**src/sv/cbf_pkg.sv**
```systemverilog
// shared types, widths, codes and helpers for the circuit breaker block
// no dependencies; used by every module of the block
package cbf_pkg;

    localparam int TIME_W   = 32;
    localparam int COUNT_W  = 16;
    localparam int PERMIT_W = 32;
    localparam int CFG_W    = 32;
    localparam int IDX_W    = 3;
    localparam int ACT_W    = 2;

    // stream payload widths, rounded up to whole bytes
    localparam int IN_FIELDS_W  = TIME_W + PERMIT_W;
    localparam int IN_DATA_W    = ((IN_FIELDS_W + 7) / 8) * 8;
    localparam int IN_USER_W    = ((ACT_W + 7) / 8) * 8;
    localparam int OUT_FIELDS_W = 1 + PERMIT_W + 1 + 2;
    localparam int OUT_DATA_W   = ((OUT_FIELDS_W + 7) / 8) * 8;

    typedef logic [TIME_W-1:0]   t_time;
    typedef logic [COUNT_W-1:0]  t_count;
    typedef logic [PERMIT_W-1:0] t_permit;
    typedef logic [ACT_W-1:0]    t_action;

    typedef enum logic [1:0] {
        MODE_CLOSED = 2'd0,
        MODE_OPEN   = 2'd1,
        MODE_HALF   = 2'd2
    } t_mode;

    localparam t_action ACT_REQ  = 2'd0;
    localparam t_action ACT_OK   = 2'd1;
    localparam t_action ACT_FAIL = 2'd2;

    localparam logic [IDX_W-1:0] REG_THRESH  = 3'd0;
    localparam logic [IDX_W-1:0] REG_WINDOW  = 3'd1;
    localparam logic [IDX_W-1:0] REG_TIMEOUT = 3'd2;
    localparam logic [IDX_W-1:0] REG_LIMIT   = 3'd3;
    localparam logic [IDX_W-1:0] REG_NEED    = 3'd4;

    localparam t_count RST_THRESH  = 16'd5;
    localparam t_time  RST_WINDOW  = 32'd60000;
    localparam t_time  RST_TIMEOUT = 32'd30000;
    localparam t_count RST_LIMIT   = 16'd1;
    localparam t_count RST_NEED    = 16'd1;

    // effective configuration seen by the core
    typedef struct packed {
        t_count thresh;
        t_time  window;
        t_time  timeout;
        t_count limit;
        t_count need;
    } t_cfg;

    typedef struct packed {
        logic    granted;
        t_permit permit;
        logic    applied;
        t_mode   mode;
    } t_result;

    function automatic t_count sat_inc(input t_count v);
        return (v == {COUNT_W{1'b1}}) ? v : v + t_count'(1);
    endfunction

endpackage

```
**src/sv/circuit_breaker_fsm.sv**
```systemverilog
// an accepted input item passes the input register, then the result register
// throughput: one item per cycle while the receiver does not stall the result register;
// the breaker state updates in the same pass as the result register, so each item
// sees the state left by the one before it
// reset: synchronous active-low i_rst_n; mode closed, counters and generation zero,
// configuration back to 5 / 60000 / 30000 / 1 / 1
// top level: stream wrapper around cbf_cfg_regs and cbf_core, depends on cbf_pkg
module circuit_breaker_fsm (
    input  logic                           i_clk,
    input  logic                           i_rst_n,
    // configuration write port
    input  logic                           i_cfg_we,
    input  logic [cbf_pkg::IDX_W-1:0]      i_cfg_idx,
    input  logic [cbf_pkg::CFG_W-1:0]      i_cfg_data,
    // input items
    input  logic                           i_s_tvalid,
    output logic                           o_s_tready,
    input  logic [cbf_pkg::IN_DATA_W-1:0]  i_s_tdata,   // now_ms, permit_in
    input  logic [cbf_pkg::IN_USER_W-1:0]  i_s_tuser,   // action, zero fill
    // result items
    output logic                           o_m_tvalid,
    input  logic                           i_m_tready,
    output logic [cbf_pkg::OUT_DATA_W-1:0] o_m_tdata    // granted, permit_out,
                                                        // report_applied, breaker_mode
);

    localparam int PERMIT_LO = cbf_pkg::TIME_W;
    localparam int PERMIT_HI = cbf_pkg::TIME_W + cbf_pkg::PERMIT_W - 1;

    // input register stage
    logic             r_in_vld;
    cbf_pkg::t_action r_action;
    cbf_pkg::t_time   r_now;
    cbf_pkg::t_permit r_permit;

    // result register stage
    logic             r_out_vld;
    cbf_pkg::t_result r_out;

    cbf_pkg::t_cfg    w_cfg;
    cbf_pkg::t_result w_res;
    logic             w_adv;
    logic             w_take;

    // the held item moves on when the result register is empty or being drained
    assign w_adv      = r_in_vld && (!r_out_vld || i_m_tready);
    assign o_s_tready = !r_in_vld || w_adv;
    assign w_take     = i_s_tvalid && o_s_tready;

    always_ff @(posedge i_clk) begin
        if (!i_rst_n) begin
            r_in_vld <= 1'b0;
        end else if (w_take) begin
            r_in_vld <= 1'b1;
        end else if (w_adv) begin
            r_in_vld <= 1'b0;
        end
    end

    always_ff @(posedge i_clk) begin
        if (w_take) begin
            r_action <= i_s_tuser[cbf_pkg::ACT_W-1:0];
            r_now    <= i_s_tdata[cbf_pkg::TIME_W-1:0];
            r_permit <= i_s_tdata[PERMIT_HI:PERMIT_LO];
        end
    end

    cbf_cfg_regs u_cfg (
        .i_clk      (i_clk),
        .i_rst_n    (i_rst_n),
        .i_cfg_we   (i_cfg_we),
        .i_cfg_idx  (i_cfg_idx),
        .i_cfg_data (i_cfg_data),
        .o_cfg      (w_cfg)
    );

    // state commits only when the item really advances
    cbf_core u_core (
        .i_clk    (i_clk),
        .i_rst_n  (i_rst_n),
        .i_en     (w_adv),
        .i_action (r_action),
        .i_now    (r_now),
        .i_permit (r_permit),
        .i_cfg    (w_cfg),
        .o_res    (w_res)
    );

    always_ff @(posedge i_clk) begin
        if (!i_rst_n) begin
            r_out_vld <= 1'b0;
        end else if (w_adv) begin
            r_out_vld <= 1'b1;
        end else if (i_m_tready) begin
            r_out_vld <= 1'b0;
        end
    end

    always_ff @(posedge i_clk) begin
        if (w_adv) begin
            r_out <= w_res;
        end
    end

    assign o_m_tvalid = r_out_vld;
    assign o_m_tdata  = {{(cbf_pkg::OUT_DATA_W - cbf_pkg::OUT_FIELDS_W){1'b0}},
                         r_out.mode, r_out.applied, r_out.permit, r_out.granted};

endmodule

```
**src/sv/cbf_cfg_regs.sv**
```systemverilog
// configuration register file with effective-value derivation
// depends on cbf_pkg
module cbf_cfg_regs (
    input  logic                      i_clk,
    input  logic                      i_rst_n,
    input  logic                      i_cfg_we,
    input  logic [cbf_pkg::IDX_W-1:0] i_cfg_idx,
    input  logic [cbf_pkg::CFG_W-1:0] i_cfg_data,
    output cbf_pkg::t_cfg             o_cfg
);

    cbf_pkg::t_count r_thresh;
    cbf_pkg::t_time  r_window;
    cbf_pkg::t_time  r_timeout;
    cbf_pkg::t_count r_limit;
    cbf_pkg::t_count r_need;

    cbf_pkg::t_count w_limit;
    cbf_pkg::t_count w_need;

    always_ff @(posedge i_clk) begin
        if (!i_rst_n) begin
            r_thresh  <= cbf_pkg::RST_THRESH;
            r_window  <= cbf_pkg::RST_WINDOW;
            r_timeout <= cbf_pkg::RST_TIMEOUT;
            r_limit   <= cbf_pkg::RST_LIMIT;
            r_need    <= cbf_pkg::RST_NEED;
        end else if (i_cfg_we) begin
            unique case (i_cfg_idx)
                cbf_pkg::REG_THRESH:  r_thresh  <= i_cfg_data[cbf_pkg::COUNT_W-1:0];
                cbf_pkg::REG_WINDOW:  r_window  <= i_cfg_data[cbf_pkg::TIME_W-1:0];
                cbf_pkg::REG_TIMEOUT: r_timeout <= i_cfg_data[cbf_pkg::TIME_W-1:0];
                cbf_pkg::REG_LIMIT:   r_limit   <= i_cfg_data[cbf_pkg::COUNT_W-1:0];
                cbf_pkg::REG_NEED:    r_need    <= i_cfg_data[cbf_pkg::COUNT_W-1:0];
                default: ;
            endcase
        end
    end

    // zero acts as one; success count capped at probe limit
    assign w_limit = (r_limit == '0) ? cbf_pkg::t_count'(1) : r_limit;
    assign w_need  = (r_need == '0) ? cbf_pkg::t_count'(1) : r_need;

    always_comb begin
        o_cfg.thresh  = (r_thresh == '0) ? cbf_pkg::t_count'(1) : r_thresh;
        o_cfg.window  = (r_window == '0) ? cbf_pkg::t_time'(1) : r_window;
        o_cfg.timeout = r_timeout;
        o_cfg.limit   = w_limit;
        o_cfg.need    = (w_need > w_limit) ? w_limit : w_need;
    end

endmodule

```
**src/sv/cbf_core.sv**
```systemverilog
// breaker state registers and the single-pass update for one item
// depends on cbf_pkg
module cbf_core (
    input  logic                 i_clk,
    input  logic                 i_rst_n,
    input  logic                 i_en,
    input  cbf_pkg::t_action     i_action,
    input  cbf_pkg::t_time       i_now,
    input  cbf_pkg::t_permit     i_permit,
    input  cbf_pkg::t_cfg        i_cfg,
    output cbf_pkg::t_result     o_res
);

    cbf_pkg::t_mode   r_mode,      n_mode;
    cbf_pkg::t_count  r_count,     n_count;
    cbf_pkg::t_time   r_last_fail, n_last_fail;
    logic             r_seen,      n_seen;
    cbf_pkg::t_time   r_opened,    n_opened;
    cbf_pkg::t_count  r_probes,    n_probes;
    cbf_pkg::t_count  r_succ,      n_succ;
    cbf_pkg::t_permit r_gen,       n_gen;

    cbf_pkg::t_time   w_el_open;
    cbf_pkg::t_time   w_el_fail;
    logic             w_match;
    logic             w_to_half;
    logic             w_probe_ok;
    logic             w_fail_stale;
    cbf_pkg::t_count  w_cnt_new;
    cbf_pkg::t_count  w_succ_new;
    cbf_pkg::t_permit w_gen_inc;

    assign w_el_open    = i_now - r_opened;
    assign w_el_fail    = i_now - r_last_fail;
    assign w_match      = (i_permit == r_gen);
    assign w_gen_inc    = r_gen + cbf_pkg::t_permit'(1);
    assign w_to_half    = (r_mode == cbf_pkg::MODE_OPEN) && (w_el_open >= i_cfg.timeout);
    assign w_probe_ok   = (r_mode == cbf_pkg::MODE_HALF) && (r_probes < i_cfg.limit);
    assign w_fail_stale = r_seen && (w_el_fail >= i_cfg.window);
    assign w_cnt_new    = cbf_pkg::sat_inc(w_fail_stale ? '0 : r_count);
    assign w_succ_new   = cbf_pkg::sat_inc(r_succ);

    // next state
    always_comb begin
        n_mode      = r_mode;
        n_count     = r_count;
        n_last_fail = r_last_fail;
        n_seen      = r_seen;
        n_opened    = r_opened;
        n_probes    = r_probes;
        n_succ      = r_succ;
        n_gen       = r_gen;
        unique case (i_action)
            cbf_pkg::ACT_REQ: begin
                if (w_to_half) begin
                    // turning half-open grants the first probe at once
                    n_mode   = cbf_pkg::MODE_HALF;
                    n_gen    = w_gen_inc;
                    n_probes = cbf_pkg::t_count'(1);
                    n_succ   = '0;
                end else if (w_probe_ok) begin
                    n_probes = cbf_pkg::sat_inc(r_probes);
                end
            end
            cbf_pkg::ACT_OK: begin
                if (w_match && r_mode == cbf_pkg::MODE_CLOSED) begin
                    if (!r_seen || w_el_fail >= i_cfg.window) begin
                        n_count = '0;
                    end
                end else if (w_match && r_mode == cbf_pkg::MODE_HALF) begin
                    n_succ = w_succ_new;
                    if (w_succ_new >= i_cfg.need && w_succ_new == r_probes) begin
                        n_mode      = cbf_pkg::MODE_CLOSED;
                        n_gen       = w_gen_inc;
                        n_count     = '0;
                        n_last_fail = '0;
                        n_seen      = 1'b0;
                        n_opened    = '0;
                        n_probes    = '0;
                        n_succ      = '0;
                    end
                end
            end
            cbf_pkg::ACT_FAIL: begin
                if (w_match && r_mode == cbf_pkg::MODE_HALF) begin
                    n_mode   = cbf_pkg::MODE_OPEN;
                    n_gen    = w_gen_inc;
                    n_opened = i_now;
                    n_probes = '0;
                    n_succ   = '0;
                end else if (w_match && r_mode == cbf_pkg::MODE_CLOSED) begin
                    n_last_fail = i_now;
                    n_seen      = 1'b1;
                    n_count     = w_cnt_new;
                    if (w_cnt_new >= i_cfg.thresh) begin
                        n_mode   = cbf_pkg::MODE_OPEN;
                        n_gen    = w_gen_inc;
                        n_opened = i_now;
                        n_probes = '0;
                        n_succ   = '0;
                    end
                end
            end
            default: ;
        endcase
    end

    // result of the item
    always_comb begin
        o_res.granted = 1'b0;
        o_res.permit  = '0;
        o_res.applied = 1'b0;
        o_res.mode    = n_mode;
        unique case (i_action)
            cbf_pkg::ACT_REQ: begin
                if (r_mode == cbf_pkg::MODE_CLOSED || w_probe_ok) begin
                    o_res.granted = 1'b1;
                    o_res.permit  = r_gen;
                end else if (w_to_half) begin
                    o_res.granted = 1'b1;
                    o_res.permit  = w_gen_inc;
                end
            end
            cbf_pkg::ACT_OK,
            cbf_pkg::ACT_FAIL: o_res.applied = w_match;
            default: ;
        endcase
    end

    always_ff @(posedge i_clk) begin
        if (!i_rst_n) begin
            r_mode      <= cbf_pkg::MODE_CLOSED;
            r_count     <= '0;
            r_last_fail <= '0;
            r_seen      <= 1'b0;
            r_opened    <= '0;
            r_probes    <= '0;
            r_succ      <= '0;
            r_gen       <= '0;
        end else if (i_en) begin
            r_mode      <= n_mode;
            r_count     <= n_count;
            r_last_fail <= n_last_fail;
            r_seen      <= n_seen;
            r_opened    <= n_opened;
            r_probes    <= n_probes;
            r_succ      <= n_succ;
            r_gen       <= n_gen;
        end
    end

endmodule

```
**config.mk**
```make
export PLATFORM = sky130hd
export DESIGN_NAME = circuit_breaker_fsm
export DESIGN_NICKNAME = d
export VERILOG_FILES = /design/src/sv/cbf_pkg.sv /design/src/sv/circuit_breaker_fsm.sv /design/src/sv/cbf_cfg_regs.sv /design/src/sv/cbf_core.sv
export SDC_FILE = /design/constraint.sdc
export NUM_CORES = 1
export LEC_CHECK = 0
export BUFFER_PORTS_ARGS = -buffer_cell sky130_fd_sc_hd__buf_2
export CAP_MARGIN = 15
export CORE_ASPECT_RATIO = 0.7
export CORE_MARGIN = 3
export CORE_UTILIZATION = 40
export DETAILED_ROUTE_END_ITERATION = 10
export HOLD_SLACK_MARGIN = 0.05
export SYNTH_ARGS = -nofsm -noshare
export SYNTH_HDL_FRONTEND = slang
export SYNTH_SLANG_ARGS = --single-unit
```
**constraint.sdc**
```tcl
create_clock -name i_clk -period 10.6 [get_ports i_clk]
set_input_delay 0 -clock i_clk [delete_from_list [all_inputs] [get_ports i_clk]]
set_output_delay 0 -clock i_clk [all_outputs]
set_load 0.01 [all_outputs]
```
# Word-level counts from Yosys, hierarchy flattened
# Index checks and enable logic that the tools add are counted.
[classes]
addsub = 6
n_mux = 66
reduce_logical = 38
eq_ne = 26
n_lt_le_gt_ge = 6
[op_table]
columns = ["cell", "count"]
rows = [
  ["$mux W32", 16],
  ["$mux W16", 24],
  ["$pmux W32 S2", 2],
  ["$pmux W16 S3", 2],
  ["$pmux W32 S3", 1],
  ["$mux W33", 2],
  ["$ge A32 B32 Y1", 2],
  ["$sub A32 B32 Y32", 2],
  ["$add A16 B1 Y16 const B", 3],
  ["$eq A16 B16 Y1 const B", 3],
  ["$logic_not A16 Y1", 3],
  ["$add A32 B1 Y32 const B", 1],
  ["$eq A32 B32 Y1", 1],
  ["$ge A16 B16 Y1", 2],
  ["$logic_not A32 Y1", 1],
  ["$pmux W16 S2", 1],
  ["$reduce_and A7 Y1", 4],
  ["$eq A16 B16 Y1", 1],
  ["$gt A16 B16 Y1", 1],
  ["$lt A16 B16 Y1", 1],
  ["$ne A3 B1 Y1 const B", 5],
  ["$mux W2", 7],
  ["$reduce_and A2 Y1", 5],
  ["$mux W1", 9],
  ["other kinds (21)", 43],
]
[word_totals]
ff_bits = 363

# Depth between registers and ports, before layout
# Gate-level depths: netlist (run 1).
[logic_depth]
ltp_word = 12
mapped_depth = 42
ltp_nobuf = 38

# Cells and area by module
# A second synthesis (run 1) with hierarchy kept.
[unflattened]
cells_unflattened = 2855
area_unflattened_um2 = 23393.7
[modules_own_cells]
columns = ["module", "area_per_inst_um2", "cells_per_inst", "instances", "seq_area_each_um2"]
rows = [
  ["cbf_core", 14611.5, 1984, 1, 2942.8],
  ["cbf_cfg_regs", 5581.6, 755, 1, 2242.2],
  ["circuit_breaker_fsm", 3200.6, 116, 1, 3103.0],
]

# Least setup slack after synthesis (run 1)
# No wires, ideal clock.
[synth_path]
path_type = "flip-flop to flip-flop"
start = "reg r_now[0]"
end = "reg u_core.r_gen[15]"
path_slack_ns = 2.609
stages_incl_launch_ff = 40
n_path_buf = 4
arrival_time_ns = 7.921
required_ns = 10.530
synth_period_minus_slack_ns = 7.991
cell_sequence = "edfxtp_1 inv_1 ha_1 inv_1 fa_1 nand3_1 a21oi_1 o21ai_0 nand3_1 a211oi_1 o21ai_0 and4_1 a2111oi_0 a21oi_1 xor2_1 ha_1 and4_1 nand3_1 [... 4 more ...] ha_1 nand3_1 nor2_1 nand4_1 nand3_1 or3_1 a21oi_1 ha_1 a21o_1 a211oi_1 a31oi_1 o211ai_1 o2bb2ai_1 nand2b_1 clkbuf_1 clkbuf_1 o21ai_0 a21oi_1"
[synth_via]
elab_chain_cells = 9
word_cells_on_any_way = 14
cone_classes = "add/sub: 3; order compare: 3; eq/ne: 3; mux: 2; reduce/logical: 3"
[synth_rtl]
columns = ["item", "line_no", "rtl"]
rows = [
  ["start, declared", "circuit_breaker_fsm.sv:33", "cbf_pkg::t_time r_now;"],
  ["start signal, assigned", "circuit_breaker_fsm.sv:63", "r_now <= i_s_tdata[cbf_pkg::TIME_W-1:0];"],
  ["$sub A32 B32 Y32", "cbf_core.sv:34", "assign w_el_fail = i_now - r_last_fail;"],
  ["$ge A32 B32 Y1", "cbf_core.sv:39", "assign w_fail_stale = r_seen && (w_el_fail >= i_cfg.window);"],
  ["$logic_and A1 B1 Y1", "cbf_core.sv:39", ""],
  ["$mux W16", "cbf_core.sv:40", "assign w_cnt_new = cbf_pkg::sat_inc(w_fail_stale ? '0 : r_count);"],
  ["$add A16 B1 Y16 or $eq A16 B16 Y1 (tied branches)", "cbf_pkg.sv:63", "return (v == {COUNT_W{1'b1}}) ? v : v + t_count'(1);"],
  ["$mux W16", "cbf_pkg.sv:63", ""],
  ["$ge A16 B16 Y1", "cbf_core.sv:95", "if (w_cnt_new >= i_cfg.thresh) begin"],
  ["$ne A3 B1 Y1 (no line)", "-", ""],
  ["$reduce_and A8 Y1 (no line) (*)", "-", ""],
  ["end signal, assigned", "cbf_core.sv:148", "r_gen <= n_gen;"],
  ["end, declared", "cbf_core.sv:21", "cbf_pkg::t_permit r_gen, n_gen;"],
]
# Every way passes the cells marked *; elsewhere a longest branch is shown, timed or not.
# A chain may end at the register's enable or synchronous reset.

# Final worst setup path (run 1)
[layout_path]
start = "reg r_now[0]"
end = "reg u_core.r_gen[30]"
# Same word-level chain as after synthesis.

==> impl_metrics.py, run 1 <==
metrics = {
    "synthesis": {
        "synth_seq_cells": 363,
        "syn_avg_cell_area_um2": 8.290,
        "yosysMostFrequentCell": "nand2_1",
        "synth_top_area_share": 0.2311,
        "ys_seq_area_frac": 0.3666,
        "synth.largest_area_cell": "dfxtp_1",
        "synth_edf_count": 102,
        "syn_area_um2": 22610,
        "synthCells": 2727,
        "yosys-top-cells-area": "dfxtp_1 (23%), edfxtp_1 (14%), ha_1 (11%), nand2_1 (7.0%), a21oi_1 (5.5%)",
        "synth_cell_type_count": 86,
        "synth_common_cells": "nand2_1 (420), dfxtp_1 (261), a21oi_1 (250)",
        "synth-main-ff-cell": "dfxtp_1",
        "async_flop_share": 0,
        "yosys_warnings": 0,
    },
    "setup_path": {
        "crit_path_end_kind": "register",
        "cp-startpoint": "r_now[0]",
        "max_stage_delay_ns": 0.68,
        "startpoint_type": "register",
        "critPathRequiredTime_ns": 11.08,
        "crit_slowest_cell": "a2111oi_0",
        "path_max_fanout": 29,
        "critPathKind": "register to register",
        "reg2reg_slack_ns": 0.92,
        "worstReg2RegStart": "r_now[0]",
        "arrival_ns": 10.15,
    },
    "cts": {
        "numCtsBuffers": 40,
        "cts-root-buf": "clkbuf_16",
        "h-tree-depth": 2,
        "clk_latency_ns": 0.57,
        "post_cts_buffers": 0,
        "cts_resized": 0,
        "ctsHoldBuffers": 102,
        "cts_buffer_depth": 3,
        "cts_tree": "built",
        "cts.clk_slew.worst_paths_ns": 0.07,
        "numClockSinks": 363,
    },
    "global_route": {
        "grt.busiest_layer": "met2",
        "use_met1": 0.3177,
        "gr-usage-all-layers": 0.2189,
        "antenna_found_initial": 0,
        "grt.overflow.total": 0,
        "grt_first_pass_wirelength_um": 105500,
        "grt_pass1_vias": 19296,
        "use_met2": 0.3466,
        "use_met3": 0.02883,
        "grt_max_degree": 106,
    },
    "cells_and_area": {
        "fin_cells": 3657,
        "final_layout_size_suffix_gt1_frac": 0.09530,
        "diodes": 0,
        "areaGrowthSynthToFinish_pct": 16.08,
        "fill_cells": 5283,
        "seqCellArea_um2": 8288,
        "final_nets": 3197,
        "multi_input_area_um2": 12960,
    },
    "floorplanning": {
        "row_count": 72,
        "die_w_um": 290.1,
        "coreArea_um2": 55580,
        "ioPinCount": 154,
        "start_util": 0.4067,
        "die_y_um": 204.9,
        "die-area_um2": 59450,
    },
    "outcome": {
        "status": "complete, no violations",
    },
    "sta": {
        "slew_headroom": 0.2354,
        "setup_viol": 0,
        "tightestPinTransition_ns": 1.147,
        "fin_ws_ns": 0.9233,
        "fin_crit_ns": 9.677,
        "worst_clock_skew_ns": 0.02124,
        "fmax_mhz": 103.3,
        "post-route-period-util": 0.9129,
        "rsz0062_at_grt": "false",
        "drv_slew": 0,
        "hold_viol": 0,
        "tns_ns": 0,
    },
    "detailed_routing": {
        "drt-initial-drc-count": 1337,
        "drt-total-wl_um": 66380,
        "drtPass1Iterations": 6,
        "post-route-drc-count": 0,
        "via_per_inst": 5.506,
        "ant_nets": 0,
        "vias": 20134,
        "post_drt_wl_per_cell_um": 18.15,
    },
    "power": {
        "p_leak_nw": 9.721,
        "p_per_area_nw_per_um2": 130.6,
        "total_power_mw": 3.428,
        "ir_drop_v": 0.0001123,
    },
    "flow_run": {
        "maxCapViolations": 0,
    },
    "placed_design": {
        "hpwl_um": 48380,
        "port_buffers": 143,
        "place_ws_ns": 1.137,
        "place_congestion": 0.8931,
        "placed_cells": 3481,
    },
    "hold_path": {
        "hold_start": "i_cfg_idx[0]",
        "worstHoldPathType": "input pin to register",
    },
}
==> path summary, 6_finish.rpt <==
path                         end  depth (start not counted)
min           u_cfg.r_timeout[7]                          5
max reg2reg     u_core.r_gen[30]                         38
min reg2reg  u_cfg.r_timeout[18]                          2
max             u_core.r_gen[30]                         38
==> layout make-up <==
| cell class | instances | area share |
|---|---|---|
| Tap cell | 740 | 0.03528 |
| Clock buffer | 54 | 0.04496 |
| Timing Repair Buffer | 267 | 0.07247 |
| Multi-Input combinational cell | 2007 | 0.4940 |
| Sequential cell | 363 | 0.3158 |
| Inverter | 207 | 0.02970 |
| Clock inverter | 19 | 0.007772 |
==> state kept, by name, summed over array words and instances (netlist names) <==
register	cells
o_m_tdata	36
o_m_tvalid	1
r_action	2
r_in_vld	1
r_now	32
r_permit	32
u_cfg.r_limit	16
u_cfg.r_need	16
u_cfg.r_thresh	16
u_cfg.r_timeout	32
u_cfg.r_window	32
u_core.r_count	16
u_core.r_gen	32
u_core.r_last_fail	32
u_core.r_mode	2
u_core.r_opened	32
u_core.r_probes	16
u_core.r_seen	1
u_core.r_succ	16
==> worst max-delay path: cells and delay by family (launching register included) <==
| kind | cells | cell delay [ns] |
|---|---|---|
| simple gates | 15 | 3.66 |
| compound gates | 14 | 3.54 |
| fa+ha+maj | 5 | 1.46 |
| flops | 1 | 0.42 |
| xor+xnor | 2 | 0.34 |
| buf+inv | 2 | 0.15 |
==> report_power, final <==
part / total, mW / internal, mW / switching [mW] / leakage, nW
registers: 1.49 / 1.46 / 0.0268 / 3.07
logic: 0.459 / 0.193 / 0.266 / 5.97
clock network: 1.48 / 0.862 / 0.618 / 0.673
==> per-layer routing <==
metal,vias up,share of wire
li1,9955,-
met1,9552,0.49
met2,544,0.44
met3,83,0.053
met4,0,0.018
met5,-,0
==> stage by stage <==
stage	cell area, µm²	hold slack, ns	utilization
after floorplan	22620	0.09887	-
after global placement	23830	0.1766	0.4288
after detailed placement	23830	0.1781	0.4288
after CTS	26240	0.06145	0.4720
after global routing	26240	0.1201	0.4721
final	26240	0.09641	0.4721
==> cell families after synthesis <==
kind of cell,count (synthesis),share of synthesized area
AND/OR/NAND/NOR,983,0.2074
multiplexers,39,0.01732
other,1,0.0001659
adder cells (fa/ha/maj),199,0.1108
buffers and inverters,360,0.06282
XOR/XNOR,131,0.05136
AO/OA/AOI/OAI,651,0.1835
flip-flops,363,0.3666
==> layout by cell type (no fill, tap or decap), types with 8 or more instances in the layout <==
cell type and count:
and3_1 27, nor3_1 51, nand2b_1 48, o211ai_1 35
nor4_1 40, buf_2 142, xnor2_1 88, a21oi_1 248
a31oi_1 10, and2_1 9, o21ai_0 118, or3_1 35
a21o_1 47, ha_1 197, o21a_1 24, edfxtp_1 102
buf_4 22, a22o_1 34, nand4_1 44, mux2i_1 38
o21bai_1 11, o22ai_2 10, xor2_1 42, nand2_1 420
a211oi_1 20, nand3_1 101, and4_1 9, inv_1 205
dfxtp_1 261, nor2_1 134, dlygate4sd3_1 102, clkbuf_16 45
nor2b_1 20, o31ai_1 8
No activity file was read; power rests on OpenSTA's default activity.
==> run 2, diff against run 1 <==
CORE_MARGIN = 2   (was 3)
PLACE_DENSITY_LB_ADDON = 0.08   (was not set)
==> impl_metrics.py, run 2 (synthesis gave the netlist of run 1 again) <==
metrics = {
    "sta": {
        "worst_clock_skew_ns": 0.03234,
        "fmax_mhz": 106.7,
        "tns_ns": 0,
        "hold_viol": 0,
        "rsz0062_at_grt": "false",
        "tightestPinTransition_ns": 1.173,
        "fin_crit_ns": 9.372,
        "drv_slew": 0,
        "post-route-period-util": 0.8841,
        "setup_viol": 0,
        "slew_headroom": 0.2180,
    },
    "detailed_routing": {
        "vias": 19845,
        "drtPass1Iterations": 5,
        "via_per_inst": 5.419,
        "post-route-drc-count": 0,
        "drt-initial-drc-count": 1270,
        "post_drt_wl_per_cell_um": 18.36,
        "ant_nets": 0,
        "drt-total-wl_um": 67230,
    },
    "setup_path": {
        "max_stage_delay_ns": 0.62,
        "reg2reg_depth": 37,
        "critPathKind": "register to register",
        "r2r_end": "u_core.r_gen[17]",
        "arrival_ns": 9.85,
        "startpoint_type": "register",
        "critPathCapture": "u_core.r_gen[17]",
        "reg2reg_slack_ns": 1.23,
        "critPathRequiredTime_ns": 11.08,
        "crit_slowest_cell": "or4_1",
        "crit_path_end_kind": "register",
        "cp-startpoint": "r_now[0]",
        "path_max_fanout": 27,
        "worstReg2RegStart": "r_now[0]",
    },
    "floorplanning": {
        "ioPinCount": 154,
        "die_y_um": 202.9,
        "coreArea_um2": 55580,
        "start_util": 0.4067,
        "row_count": 72,
        "die-area_um2": 58460,
        "die_w_um": 288.1,
    },
    "placed_design": {
        "port_buffers": 143,
        "hpwl_um": 48550,
        "place_congestion": 0.9101,
    },
    "cts": {
        "numClockSinks": 363,
        "cts_tree": "built",
        "h-tree-depth": 2,
        "cts_resized": 0,
        "clk_latency_ns": 0.58,
        "numCtsBuffers": 40,
        "cts.clk_slew.worst_paths_ns": 0.07,
        "cts-root-buf": "clkbuf_16",
        "cts_buffer_depth": 3,
    },
    "global_route": {
        "grt.overflow.total": 0,
        "grt_first_pass_wirelength_um": 105500,
        "grt_pass1_vias": 18869,
        "gr-usage-all-layers": 0.2276,
        "grt_max_degree": 101,
        "antenna_found_initial": 1,
    },
    "cells_and_area": {
        "largest_reg_flops": 36,
        "final_nets": 3200,
        "final_layout_size_suffix_gt1_frac": 0.09552,
        "areaGrowthSynthToFinish_pct": 15.82,
        "utilization": 0.4711,
        "mostFrequentLayoutCells": "nand2_1 (420), dfxtp_1 (261), a21oi_1 (248)",
        "layout_commonest_cell": "nand2_1",
    },
    "hold_path": {
        "worstHoldPathType": "input pin to register",
        "hold_path_depth": 4,
    },
    "outcome": {
        "status": "complete, no violations",
    },
    "power": {
        "ir_drop_v": 0.0001022,
        "total_power_mw": 3.349,
        "p_leak_nw": 9.708,
        "p_per_area_nw_per_um2": 127.9,
    },
    "flow_run": {
        "maxCapViolations": 0,
    },
}
-- run 2: changes by cell type in the layout (fill, tap and decap cells not counted), sizes merged, moves of 2 or more --
cell | before | now
buf | 164 | 167
bufinv | 3 | 0
clkbuf | 55 | 60
clkinv | 13 | 15
clkinvlp | 3 | 1
-- run 2: per-layer routing --
metal | track usage | vias to the layer above | part of all wire
li1 | - | 9960 | -
met1 | 0.3295 | 9402 | 0.50
met2 | 0.3582 | 392 | 0.44
met3 | 0.02764 | 91 | 0.040
met4 | 0.05755 | 0 | 0.020
met5 | 0 | - | 0
-- run 2: worst min path at each step --
stage,start,end
detailed placement,i_s_tdata[19],r_now[19]
floorplan,i_s_tuser[0],r_action[0]
CTS,i_cfg_idx[2],u_cfg.r_need[5]
global placement,i_s_tdata[28],r_now[28]
finish,i_cfg_idx[2],u_cfg.r_need[6]
global route,i_s_tdata[7],r_now[7]
-- run 2: cell type report --
class                   count  area, µm²
diodes                      1      2.502
flip-flops and latches    363       8288
multi-input cells        2007      12960
inverters                 207      779.5
well taps                 740      925.9
clock inverters            15      90.09
repair buffers            270       1928
fillers                  5346      29400
clock buffers              59       1206
-- run 2: timing repair --
item,in CTS,in global routing
hold buffers,102,0
endpoints found under the hold margin,227,0
buffers inserted,0,0
-- run 2: through the flow --
step | setup slack [ns] | hold WS (ns) | cell area, µm² | instances
2_1_floorplan | 2.609 | 0.09887 | 22620 | 2730
3_3_place_gp | 1.601 | 0.1771 | 23850 | 3483
3_5_place_dp | 1.416 | 0.1781 | 23850 | 3483
4_1_cts | 1.330 | 0.06650 | 26160 | 3659
5_1_grt | 0.3867 | 0.1163 | 26180 | 3661
6_report | 1.229 | 0.1019 | 26180 | 3662
-- run 2: critical path, delay by kind of cell, from the launching register on --
family,cells,cell delay (ns)
compound gates,15,3.25
simple gates,12,3.33
xor+xnor,1,0.14
mux,1,0.29
buf+inv,3,0.38
flops,1,0.42
fa+ha+maj,5,1.42
-- run 2: power by group --
group / internal [mW] / leakage, nW / total [mW] / switching [mW]
sequential: 1.46 / 3.07 / 1.49 / 0.0262
combinational: 0.194 / 5.99 / 0.464 / 0.270
clock: 0.791 / 0.644 / 1.40 / 0.605
==> run 3, diff against run 2 <==
clock period = 9.7 ns   (was 10.6 ns; I/O delays follow)
==> impl_metrics.py, run 3 (synthesis gave the netlist of run 1 again) <==
metrics = {
    "detailed_routing": {
        "drtPass1Iterations": 5,
        "post-route-drc-count": 0,
        "via_per_inst": 5.411,
        "vias": 19788,
        "post_drt_wl_per_cell_um": 18.19,
        "drt-total-wl_um": 66520,
        "drt-initial-drc-count": 1369,
        "ant_nets": 0,
    },
    "sta": {
        "hold_viol": 0,
        "fmax_mhz": 114.4,
        "tightestPinTransition_ns": 1.144,
        "holdWs_ns": 0.09910,
        "fin_crit_ns": 8.740,
        "setup_viol": 0,
        "tns_ns": 0,
        "worst_clock_skew_ns": 0.03010,
        "slew_headroom": 0.2374,
        "rsz0062_at_grt": "false",
        "post-route-period-util": 0.9010,
        "drv_slew": 0,
        "fin_ws_ns": 0.9604,
    },
    "cells_and_area": {
        "fin_area_um2": 26100,
        "final_layout_size_suffix_gt1_frac": 0.09256,
        "fill_cells": 5329,
        "multi_input_area_um2": 12960,
        "utilization": 0.4696,
        "layout_commonest_cell": "nand2_1",
        "areaGrowthSynthToFinish_pct": 15.47,
        "seqCellArea_um2": 8288,
        "final_nets": 3199,
        "diodes": 0,
        "largest_reg_flops": 36,
        "fin_cells": 3657,
        "mostFrequentLayoutCells": "nand2_1 (420), dfxtp_1 (261), a21oi_1 (248)",
    },
    "global_route": {
        "grt_first_pass_wirelength_um": 105400,
        "gr-usage-all-layers": 0.2266,
        "grt_max_degree": 86,
        "antenna_found_initial": 0,
        "grt.overflow.total": 0,
        "grt_pass1_vias": 18945,
    },
    "placed_design": {
        "hpwl_um": 48110,
        "placed_cells": 3484,
        "place_congestion": 0.8861,
        "place_ws_ns": 1.032,
        "placedInstanceArea_um2": 23870,
        "port_buffers": 143,
    },
    "setup_path": {
        "crit_path_end_kind": "register",
        "path_max_fanout": 32,
        "startpoint_type": "register",
        "critPathKind": "register to register",
        "arrival_ns": 9.21,
        "max_stage_delay_ns": 0.46,
        "critical_path.top_delay_family": "compound AO/OA/AOI/OAI gates",
        "crit_slowest_cell": "a211oi_1",
        "critical_path_buf_inv_count": 4,
        "critPathRequiredTime_ns": 10.17,
    },
    "floorplanning": {
        "die_y_um": 202.9,
        "start_util": 0.4067,
        "coreArea_um2": 55580,
        "die-area_um2": 58460,
        "row_count": 72,
        "ioPinCount": 154,
        "die_w_um": 288.1,
    },
    "power": {
        "p_leak_nw": 9.660,
        "total_power_mw": 3.595,
        "ir_drop_v": 0.0001281,
        "p_per_area_nw_per_um2": 137.7,
    },
    "cts": {
        "numClockSinks": 363,
        "cts.clk_slew.worst_paths_ns": 0.06,
        "cts-root-buf": "clkbuf_16",
        "clk_latency_ns": 0.57,
        "cts_tree": "built",
        "h-tree-depth": 2,
        "post_cts_buffers": 0,
        "numCtsBuffers": 39,
        "cts_buffer_depth": 3,
    },
    "flow_run": {
        "maxCapViolations": 0,
    },
    "outcome": {
        "status": "complete, no violations",
    },
    "hold_path": {
        "worstHoldPathType": "input pin to register",
    },
}
## run 3: worst paths after layout
| check | start | endpoint | slack [ns] | cells past startpoint |
|---|---|---|---|---|
| worst min register to register | u_cfg.r_timeout[15] | u_cfg.r_timeout[15] | 0.46 | 2 |
| worst max-delay path | r_now[0] | u_core.r_gen[30] | 0.96 | 38 |
| worst max register to register | r_now[0] | u_core.r_gen[30] | 0.96 | 38 |
| worst min-delay path | i_cfg_idx[2] | u_cfg.r_need[8] | 0.1 | 4 |
## run 3: per-layer routing
metal / vias to the layer above / GRT usage / wire, µm
met3: 88 / 0.02865 / 2962
li1: 9934 / - / -
met2: 453 / 0.3538 / 28720
met4: 0 / 0.05866 / 1481
met1: 9313 / 0.3292 / 33360
met5: - / 0 / 0
## run 3: worst min-delay path: cells and delay by family
kind	cells	cell delay [ns]
compound gates	1	0.05
simple gates	2	0.46
buf+inv	1	0.11
## run 3: repair_timing
action                                  4_1_cts  5_1_grt
endpoints found under the hold margin       226        0
gates resized for setup                       0        1
endpoints found under the setup margin        0       32
hold buffers                                102        0
## run 3: area by class of cell
class / count / area share
inverters: 207 / 0.02986
clock buffers: 58 / 0.04247
multi-input cells: 2007 / 0.4966
well taps: 740 / 0.03547
repair buffers: 270 / 0.07420
clock inverters: 12 / 0.003930
flip-flops and latches: 363 / 0.3175
## run 3: power by group
group	switching, mW	internal, mW
sequential	0.0284	1.60
combinational	0.292	0.212
clock	0.644	0.821
